$ cat config.mk
export PLATFORM = sky130hd
export DESIGN_NAME = dcr_ctrl
export DESIGN_NICKNAME = d
export VERILOG_FILES = /design/src/dcr_pkg.sv /design/src/dcr_ctrl.sv
export SDC_FILE = /design/constraint.sdc
export NUM_CORES = 1
export LEC_CHECK = 0
export BUFFER_PORTS_ARGS = -buffer_cell sky130_fd_sc_hd__buf_2
export CAP_MARGIN = 20
export CORE_MARGIN = 10
export CORE_UTILIZATION = 58
export DETAILED_ROUTE_END_ITERATION = 8
export GPL_TIMING_DRIVEN = 0
export PLACE_DENSITY = 0.81
export SLEW_MARGIN = 20
export SYNTH_ARGS = -nofsm -noshare
export SYNTH_HDL_FRONTEND = slang
export SYNTH_SLANG_ARGS = --single-unit
export TNS_END_PERCENT = 100
$ cat constraint.sdc
create_clock -name clk -period 4.6 [get_ports clk]
set_input_delay 0.92 -clock clk [delete_from_list [all_inputs] [get_ports clk]]
set_output_delay 0.92 -clock clk [all_outputs]
set_load 0.05 [all_outputs]
$ cat src/dcr_pkg.sv
// Shared types, constants and arithmetic helpers of the disk collision relaxer.
`default_nettype none
package dcr_pkg;

  // Operation codes of an input transaction.
  localparam logic [1:0] OP_CLEAR  = 2'd0;
  localparam logic [1:0] OP_APPEND = 2'd1;
  localparam logic [1:0] OP_STEP   = 2'd2;

  // Configuration register indexes.
  localparam logic [1:0] CFG_PALETTE = 2'd0;
  localparam logic [1:0] CFG_AIR     = 2'd1;
  localparam logic [1:0] CFG_NUDGE   = 2'd2;
  localparam logic [1:0] CFG_MOVE    = 2'd3;

  // Field widths.
  localparam int POS_W = 19;
  localparam int VEL_W = 16;
  localparam int RAD_W = 6;
  localparam int CNT_W = 12;
  localparam int IDX_W = 6;
  localparam int REC_W = 2 * POS_W + RAD_W + 2 * VEL_W;

  localparam logic [CNT_W-1:0] CNT_MAX = '1;

  // Commands from the controller to the datapath.
  typedef struct packed {
    logic rd_en;
    logic load_i;
    logic damp_mul;
    logic damp_fin;
    logic pair_mul;
    logic pair_upd;
    logic write_i;
    logic append;
    logic out_load;
    logic out_empty;
    logic out_last;
    logic clr_total;
  } dcr_cmd_t;

  // Status from the datapath to the controller.
  typedef struct packed {
    logic out_free;
  } dcr_stat_t;

  // Saturate an 18-bit signed value to the velocity range.
  function automatic logic signed [VEL_W-1:0] sat_vel(input logic signed [VEL_W+1:0] v);
    logic signed [VEL_W+1:0] vmax;
    logic signed [VEL_W+1:0] vmin;
    vmax = 18'sd32767;
    vmin = -18'sd32768;
    if (v > vmax) sat_vel = 16'sh7fff;
    else if (v < vmin) sat_vel = 16'sh8000;
    else sat_vel = v[VEL_W-1:0];
  endfunction

  // Saturate a 20-bit signed value to the position range.
  function automatic logic signed [POS_W-1:0] sat_pos(input logic signed [POS_W:0] v);
    if (v[POS_W] != v[POS_W-1]) sat_pos = v[POS_W] ? {1'b1, {(POS_W-1){1'b0}}}
                                                     : {1'b0, {(POS_W-1){1'b1}}};
    else sat_pos = v[POS_W-1:0];
  endfunction

  // Upper wall (palette - r) * 256 as a 20-bit signed value.
  function automatic logic signed [POS_W:0] wall_hi(input logic [9:0] pal,
                                                    input logic [RAD_W-1:0] r);
    logic signed [11:0] d;
    d = $signed({2'b00, pal}) - $signed({6'b0, r});
    wall_hi = {d, 8'b0};
  endfunction

  // Lower wall r * 256 as a 20-bit signed value.
  function automatic logic signed [POS_W:0] wall_lo(input logic [RAD_W-1:0] r);
    wall_lo = $signed({6'b0, r, 8'b0});
  endfunction

  // Velocity plus a signed offset, saturated.
  function automatic logic signed [VEL_W-1:0] add_vel(input logic signed [VEL_W-1:0] v,
                                                      input logic [7:0] n,
                                                      input logic neg);
    logic signed [VEL_W+1:0] e;
    logic signed [VEL_W+1:0] d;
    e = {{2{v[VEL_W-1]}}, v};
    d = $signed({10'b0, n});
    add_vel = neg ? sat_vel(e - d) : sat_vel(e + d);
  endfunction

endpackage
`default_nettype wire

$ cat src/dcr_ctrl.sv
// Controller state machine of the disk collision relaxer.
`default_nettype none
module dcr_ctrl #(
  parameter int MAX_DISKS = 64
) (
  input  wire logic                         clk,
  input  wire logic                         rst_n,
  input  wire logic                         in_valid,
  input  wire logic [1:0]                   in_op,
  output logic                              in_ready,
  input  wire dcr_pkg::dcr_stat_t           stat,
  output dcr_pkg::dcr_cmd_t                 cmd,
  output logic [$clog2(MAX_DISKS)-1:0]      raddr,
  output logic [$clog2(MAX_DISKS)-1:0]      waddr,
  output logic [$clog2(MAX_DISKS)-1:0]      out_idx
);
  import dcr_pkg::*;

  localparam int IW = $clog2(MAX_DISKS);
  localparam int CW = $clog2(MAX_DISKS + 2);
  localparam logic [CW-1:0] MAXC = CW'(MAX_DISKS);

  typedef enum logic [3:0] {
    S_IDLE, S_EMPTY, S_I_RD, S_I_LD, S_D_MUL, S_D_FIN,
    S_J_RD, S_J_MUL, S_J_UPD, S_I_WR, S_O_RD, S_O_LD
  } state_t;

  state_t        state_r, state_nxt;
  logic [CW-1:0] count_r, count_nxt;
  logic [CW-1:0] i_r, i_nxt;
  logic [CW-1:0] j_r, j_nxt;
  logic [CW-1:0] j_first, j_next, i_inc, j_inc;
  logic          accept;

  assign in_ready = (state_r == S_IDLE);
  assign accept   = in_valid && in_ready;
  assign i_inc    = i_r + CW'(1);
  assign j_inc    = j_r + CW'(1);

  // Partner index order skips the disk under test.
  assign j_first = (i_r == '0) ? CW'(1) : '0;
  assign j_next  = (j_inc == i_r) ? j_r + CW'(2) : j_inc;

  // Next state, counters and commands.
  always_comb begin
    state_nxt = state_r;
    count_nxt = count_r;
    i_nxt     = i_r;
    j_nxt     = j_r;
    cmd       = '0;
    raddr     = i_r[IW-1:0];
    waddr     = i_r[IW-1:0];
    case (state_r)
      S_IDLE: begin
        if (accept) begin
          case (in_op)
            OP_CLEAR: count_nxt = '0;
            OP_APPEND: begin
              if (count_r < MAXC) begin
                cmd.append = 1'b1;
                waddr      = count_r[IW-1:0];
                count_nxt  = count_r + CW'(1);
              end
            end
            OP_STEP: begin
              cmd.clr_total = 1'b1;
              i_nxt         = '0;
              state_nxt     = (count_r == '0) ? S_EMPTY : S_I_RD;
            end
            default: ;
          endcase
        end
      end
      S_EMPTY: begin
        if (stat.out_free) begin
          cmd.out_empty = 1'b1;
          state_nxt     = S_IDLE;
        end
      end
      S_I_RD: begin
        cmd.rd_en = 1'b1;
        state_nxt = S_I_LD;
      end
      S_I_LD: begin
        cmd.load_i = 1'b1;
        state_nxt  = S_D_MUL;
      end
      S_D_MUL: begin
        cmd.damp_mul = 1'b1;
        state_nxt    = S_D_FIN;
      end
      S_D_FIN: begin
        cmd.damp_fin = 1'b1;
        j_nxt        = j_first;
        state_nxt    = (j_first >= count_r) ? S_I_WR : S_J_RD;
      end
      S_J_RD: begin
        cmd.rd_en = 1'b1;
        raddr     = j_r[IW-1:0];
        state_nxt = S_J_MUL;
      end
      S_J_MUL: begin
        cmd.pair_mul = 1'b1;
        state_nxt    = S_J_UPD;
      end
      S_J_UPD: begin
        cmd.pair_upd = 1'b1;
        waddr        = j_r[IW-1:0];
        j_nxt        = j_next;
        state_nxt    = (j_next >= count_r) ? S_I_WR : S_J_RD;
      end
      S_I_WR: begin
        cmd.write_i = 1'b1;
        i_nxt       = (i_inc == count_r) ? '0 : i_inc;
        state_nxt   = (i_inc == count_r) ? S_O_RD : S_I_RD;
      end
      S_O_RD: begin
        if (stat.out_free) begin
          cmd.rd_en = 1'b1;
          state_nxt = S_O_LD;
        end
      end
      S_O_LD: begin
        cmd.out_load = 1'b1;
        cmd.out_last = (i_inc == count_r);
        i_nxt        = i_inc;
        state_nxt    = (i_inc == count_r) ? S_IDLE : S_O_RD;
      end
      default: state_nxt = S_IDLE;
    endcase
  end

  assign out_idx = i_r[IW-1:0];

  // State and counters.
  always_ff @(posedge clk) begin
    if (!rst_n) begin
      state_r <= S_IDLE;
      count_r <= '0;
      i_r     <= '0;
      j_r     <= '0;
    end else begin
      state_r <= state_nxt;
      count_r <= count_nxt;
      i_r     <= i_nxt;
      j_r     <= j_nxt;
    end
  end
endmodule
`default_nettype wire

# After elaboration in Yosys (flattened, before gate mapping)
# Cells that the tools add are included.
dict set report word_totals {
  register_bits 25
  ramBits 0
  latch_bits 0
  wordCells 85
  memories 0
  output_inout_bits 31
  romBits 0
}
dict set report classes {
  div 0
  shift 0
  n_eq_ne 20
  bitwise 0
  order_cmp 3
  mux 42
  n_mul 0
  n_reduce_logical 12
  addsub 4
}
# cell n
set ops {}
lappend ops {{4-bit one-hot mux with 12 select lines} 1}
lappend ops {{7-bit two-way mux} 5}
lappend ops {{4-bit two-way mux} 8}
lappend ops {{7-bit one-hot mux with 2 select lines} 2}
lappend ops {{6-bit two-way mux} 4}
lappend ops {{7-bit by 1-bit adder with 7-bit output (second input constant)} 3}
lappend ops {{7-bit one-hot mux with 3 select lines} 1}
lappend ops {{1-bit two-way mux} 18}
lappend ops {{4-bit by 3-bit equality test with 1-bit output (second input constant)} 4}
lappend ops {{4-bit equality test (second input constant)} 4}
lappend ops {{7-bit equality test} 2}
lappend ops {{7-bit zero test} 2}
lappend ops {{6-bit one-hot mux with 2 select lines} 1}
lappend ops {{4-bit by 2-bit equality test with 1-bit output (second input constant)} 2}
lappend ops {{4-bit AND reduction} 2}
lappend ops {{7-bit by 2-bit adder with 7-bit output (second input constant)} 1}
lappend ops {{1-bit by 7-bit greater-or-equal comparator with 1-bit output} 1}
lappend ops {{7-bit greater-or-equal comparator} 1}
lappend ops {{7-bit less-than comparator (second input constant)} 1}
lappend ops {{2-bit inequality test (second input constant)} 3}
lappend ops {{4-bit by 1-bit equality test with 1-bit output (second input constant)} 1}
lappend ops {{4-bit zero test} 1}
lappend ops {{2-bit by 1-bit inequality test with 1-bit output (second input constant)} 2}
lappend ops {{2-bit nonzero test} 2}
lappend ops {{9 further kinds} 9}

# Depth between registers and ports, before layout
dict set report depth {
  depth_word 6
  mapped_depth 14
  depth_no_buf 14
}

# Worst setup path before layout
# No wires, ideal clock.
dict set report synth_timing {
  path_type {register to output}
  from {register state_r[2]}
  to {output waddr[0]}
  setup_slack_ns 0.508
  stages_incl_launch_ff 11
  arrival_ns 3.172
  path_buffers 1
  cell_sequence {dfxtp_1 inv_1 ha_1 clkbuf_1 nand2_1 inv_1 nand3b_1 nor3b_2 a21oi_1 a222oi_1 inv_1}
}
dict set report synth_via {
  elab_chain_len 4
}
# item line_no
set synth_lines {}
lappend synth_lines {{start: declaration} dcr_ctrl.sv:28} ;# state_t state_r, state_nxt;
lappend synth_lines {{start signal: assignment} dcr_ctrl.sv:143} ;# state_r <= state_nxt;
lappend synth_lines {{4-bit zero test *} dcr_ctrl.sv:35} ;# assign in_ready = (state_r == S_IDLE);
lappend synth_lines {{net in_ready} dcr_ctrl.sv:10} ;# output logic in_ready,
lappend synth_lines {{1-bit logical AND} dcr_ctrl.sv:36} ;# assign accept = in_valid && in_ready;
lappend synth_lines {{6-bit two-way mux} dcr_ctrl.sv:55} ;# if (accept) begin
lappend synth_lines {{6-bit one-hot mux with 2 select lines *} dcr_ctrl.sv:53} ;# case (state_r)
lappend synth_lines {{end: declaration} dcr_ctrl.sv:14} ;# output logic [$clog2(MAX_DISKS)-1:0] waddr,
# Mark *: on every way through the listed nets, which the timed path passes. The rest lies on a longest branch.

# Worst setup path in the final report
dict set report layout_timing {
  from {register state_r[2]}
  to {output waddr[0]}
}
dict set report layout_via {
  elab_chain_len 4
}
# item line_no
set layout_lines {}
lappend layout_lines {{4-bit zero test} {dcr_ctrl.sv:35, dcr_ctrl.sv:53}}
lappend layout_lines {{1-bit logical AND} dcr_ctrl.sv:36}
lappend layout_lines {{6-bit two-way mux} dcr_ctrl.sv:55}
lappend layout_lines {{6-bit one-hot mux with 2 select lines *} dcr_ctrl.sv:53}
# Every way passes the cells marked *; elsewhere a longest branch is shown, timed or not.

==> results.sh <==
export IMPL_worst_slew_pin_slew_ns=0.682
export IMPL_p_per_area_nw_per_um2=166
export IMPL_yosysWarnings=0
export IMPL_placed_area_um2=2630
export IMPL_setup_viol=0
export IMPL_rsz0062_at_grt="false"
export IMPL_wl_per_cell_um=15.7
export IMPL_fin_tns_setup_ns=0
export IMPL_final_max_slew_violation_count=0
export IMPL_cts_tree="built"
export IMPL_grt_use_met1_pct=23.1
export IMPL_reg2reg_from="j_r[1]"
export IMPL_synth_cells=309
export IMPL_whs_path_depth=2
export IMPL_ioPinCount=37
export IMPL_hold_end="state_r[2]"
export IMPL_initial_utilization_pct=59.7
export IMPL_vias_per_cell=5.93
export IMPL_io_buffer_count=35
export IMPL_ant_nets=0
export IMPL_critical_path_class="register to output port"
export IMPL_dieHeight_um=84.2
export IMPL_crit_start="state_r[2]"
export IMPL_finalCriticalPeriod_ns=4.05
export IMPL_ys_ff_latch=25
export IMPL_worstHoldStart="state_r[2]"
export IMPL_crit_path_end_kind="output port"
export IMPL_fillers=359
export IMPL_r2r_end="state_r[1]"
export IMPL_cts_buffers=3
export IMPL_vias=2359
export IMPL_antenna_found_initial=0
export IMPL_die_x_um=84.2
export IMPL_grt_pass1_wl_um=10800
export IMPL_yosysUniqueCellTypes=56
export IMPL_htreeDepth=1
export IMPL_cts_sinks=25
export IMPL_synth_area_um2=2390
export IMPL_met2_usage_pct=27.2
export IMPL_path_common_cell="inv_1"
export IMPL_cp_slowest_cell="nor3b_2"
export IMPL_clock_skew_final_ns=0.00347
export IMPL_synth_flop_cell="dfxtp_1"
export IMPL_final_layout_size_suffix_gt1_share_pct=19.8
export IMPL_max_freq_mhz=247
export IMPL_synth_yosys_seq_area_share_pct=21.0
export IMPL_root_buffer="clkbuf_8"
export IMPL_hold_buffers=0
export IMPL_critPathArrivalTime_ns=3.13
export IMPL_vdd_drop_max_mv=0.120
export IMPL_cap_violations=0
export IMPL_drtPass1Iterations=5
export IMPL_grt_busiest_layer="met2"
export IMPL_overflow=0
export IMPL_start_kind="register"
export IMPL_finalHoldViolCount=0
export IMPL_grtUsageTotal_pct=17.5
export IMPL_syn_area_per_cell_um2=7.73
export IMPL_synth_edf_count=0
export IMPL_clkTransAtPathRegs_ns=0.09
export IMPL_min_path_type="register to register"
export IMPL_finalNetCount=372
export IMPL_grt_max_degree=15
export IMPL_drtIter0Drc=213
export IMPL_crit_fanout=10
export IMPL_use_met3_pct=3.00
export IMPL_clockBufferDepth=2
export IMPL_cp_data_required_time_ns=3.68
export IMPL_reg2reg_depth=14
export IMPL_grt_pass1_vias=2311
export IMPL_worst_path_largest_cell_delay_ns=0.57
export IMPL_dieArea_um2=7080
export IMPL_post_cts_buffers=0
export IMPL_drc=0
export IMPL_p_leak_nw=1.26
export IMPL_max_slew_margin_pct=53.4
export IMPL_synth_nets=332
export IMPL_fin_area_um2=2670
export IMPL_regToRegSetupSlack_ns=0.58
export IMPL_post_cts_resized=0
export IMPL_gp_congestion=0.882
export IMPL_worstPathCellList="inv_1, ha_1, clkbuf_1, nand2_1, inv_1, nand3b_1, nor3b_2, a21oi_1, a222oi_1, inv_1, buf_2"
export IMPL_insertion_delay_ns=0.28
export IMPL_rows=23
export IMPL_dp_hpwl_um=4830
export IMPL_timing_hold_ws_ns=0.527
export IMPL_ys_async_sr_fraction_pct=0
export IMPL_outcome="finished clean"
export IMPL_syn_to_final_growth_pct=11.9
export IMPL_finalWirelength_um=6260
export IMPL_n_antenna_cell=0
export IMPL_core_area_um2=4000
export IMPL_fin_crit_sh_pct=88.0
==> Yosys cell counts, types with 4 or more instances <==
cell       n  share of area, %
nor2b_1    8               2.1
nor2_1    16               2.5
nor3_1     6               1.3
a222oi_1   5               2.1
a21o_1     6               1.9
nand3b_1   4               1.3
xnor2_1   21               7.7
mux2_2     6               2.8
clkbuf_1  10               1.6
dfxtp_1   25                21
mux2i_1    5               2.1
inv_1     28               4.4
nand4_1    6               1.6
o21ai_0   12               2.5
xor2_1     9               3.3
a21oi_1   10               2.1
nand2_1   28               4.4
buf_4     10               3.1
nor4_1     4               1.0
ha_1      17               8.9
and3_1     5               1.3
nand3_1   16               3.4
==> how the worst max path moves through the flow <==
stage,endpoint,slack (ns),cells past startpoint
global placement,state_r[1],0.76,14
finish,waddr[0],0.55,11
detailed placement,state_r[1],0.67,14
floorplan,waddr[0],0.51,10
global route,state_r[1],0.32,14
CTS,waddr[0],0.62,11
==> layer usage <==
layer | part of all wire (%) | wire [um]
met1 | 45 | 2840
met3 | 7.4 | 465
met4 | 2.2 | 139
met2 | 45 | 2810
met5 | 0 | 0
==> cell families after synthesis <==
logic type / synth area share (%)
DFF: 21.0
xor gates and xnor gates: 11.7
and+or+nand+nor: 25.0
adders and majority gates: 8.91
buffers and inverters: 10.6
muxes: 4.93
AOI/OAI and AO/OA: 17.9
==> cells in the final DEF (no fill, tap or decap), types with 10 or more instances in the layout <==
master / instances
xnor2_1: 21
ha_1: 17
clkbuf_1: 10
a21oi_1: 10
nand2_1: 28
buf_4: 10
buf_2: 38
inv_1: 28
o21ai_0: 12
nor2_1: 16
dfxtp_1: 25
nand3_1: 16
==> per-stage QoR <==
stage | util, % | total power, mW | cells | setup slack [ns]
4_1_cts | 66.8 | 0.444 | 398 | 0.615
3_3_place_gp | 65.6 | 0.307 | 394 | 0.765
3_5_place_dp | 65.6 | 0.308 | 394 | 0.673
6_report | 66.8 | 0.443 | 398 | 0.553
5_1_grt | 66.8 | 0.462 | 398 | 0.315
2_1_floorplan | - | 0.287 | 309 | 0.508
==> sequential cells by signal, summed over array words and instances, names as in the netlist <==
| name | count |
|---|---|
| count_r | 7 |
| j_r | 7 |
| state_r | 4 |
| i_r | 7 |
==> layout make-up <==
class	instances	area, um^2	share of cell area [%]
sequential	25	500	18.7
buffer	25	144	5.39
multi-input combinational	230	1630	61.2
clock inverter	1	5.00	0.187
inverter	29	109	4.07
clock buffer	3	41.3	1.55
tap	50	62.6	2.34
timing repair buffer	35	175	6.56
==> report_power, final <==
part | internal [mW] | total [mW] | leakage [nW] | switching [mW]
clock | 0.0609 | 0.139 | 0.0255 | 0.0777
combinational | 0.0233 | 0.0811 | 1.04 | 0.0578
sequential | 0.219 | 0.224 | 0.202 | 0.00477
==> critical path, delay by kind of cell, from the launching register on <==
kind	cells	cell delay [ns]
DFF	1	0.34
adders and majority gates	1	0.14
and+or+nand+nor	3	0.87
buffers and inverters	5	0.84
AOI/OAI and AO/OA	2	0.65
Power figures use the tool's default switching activity.
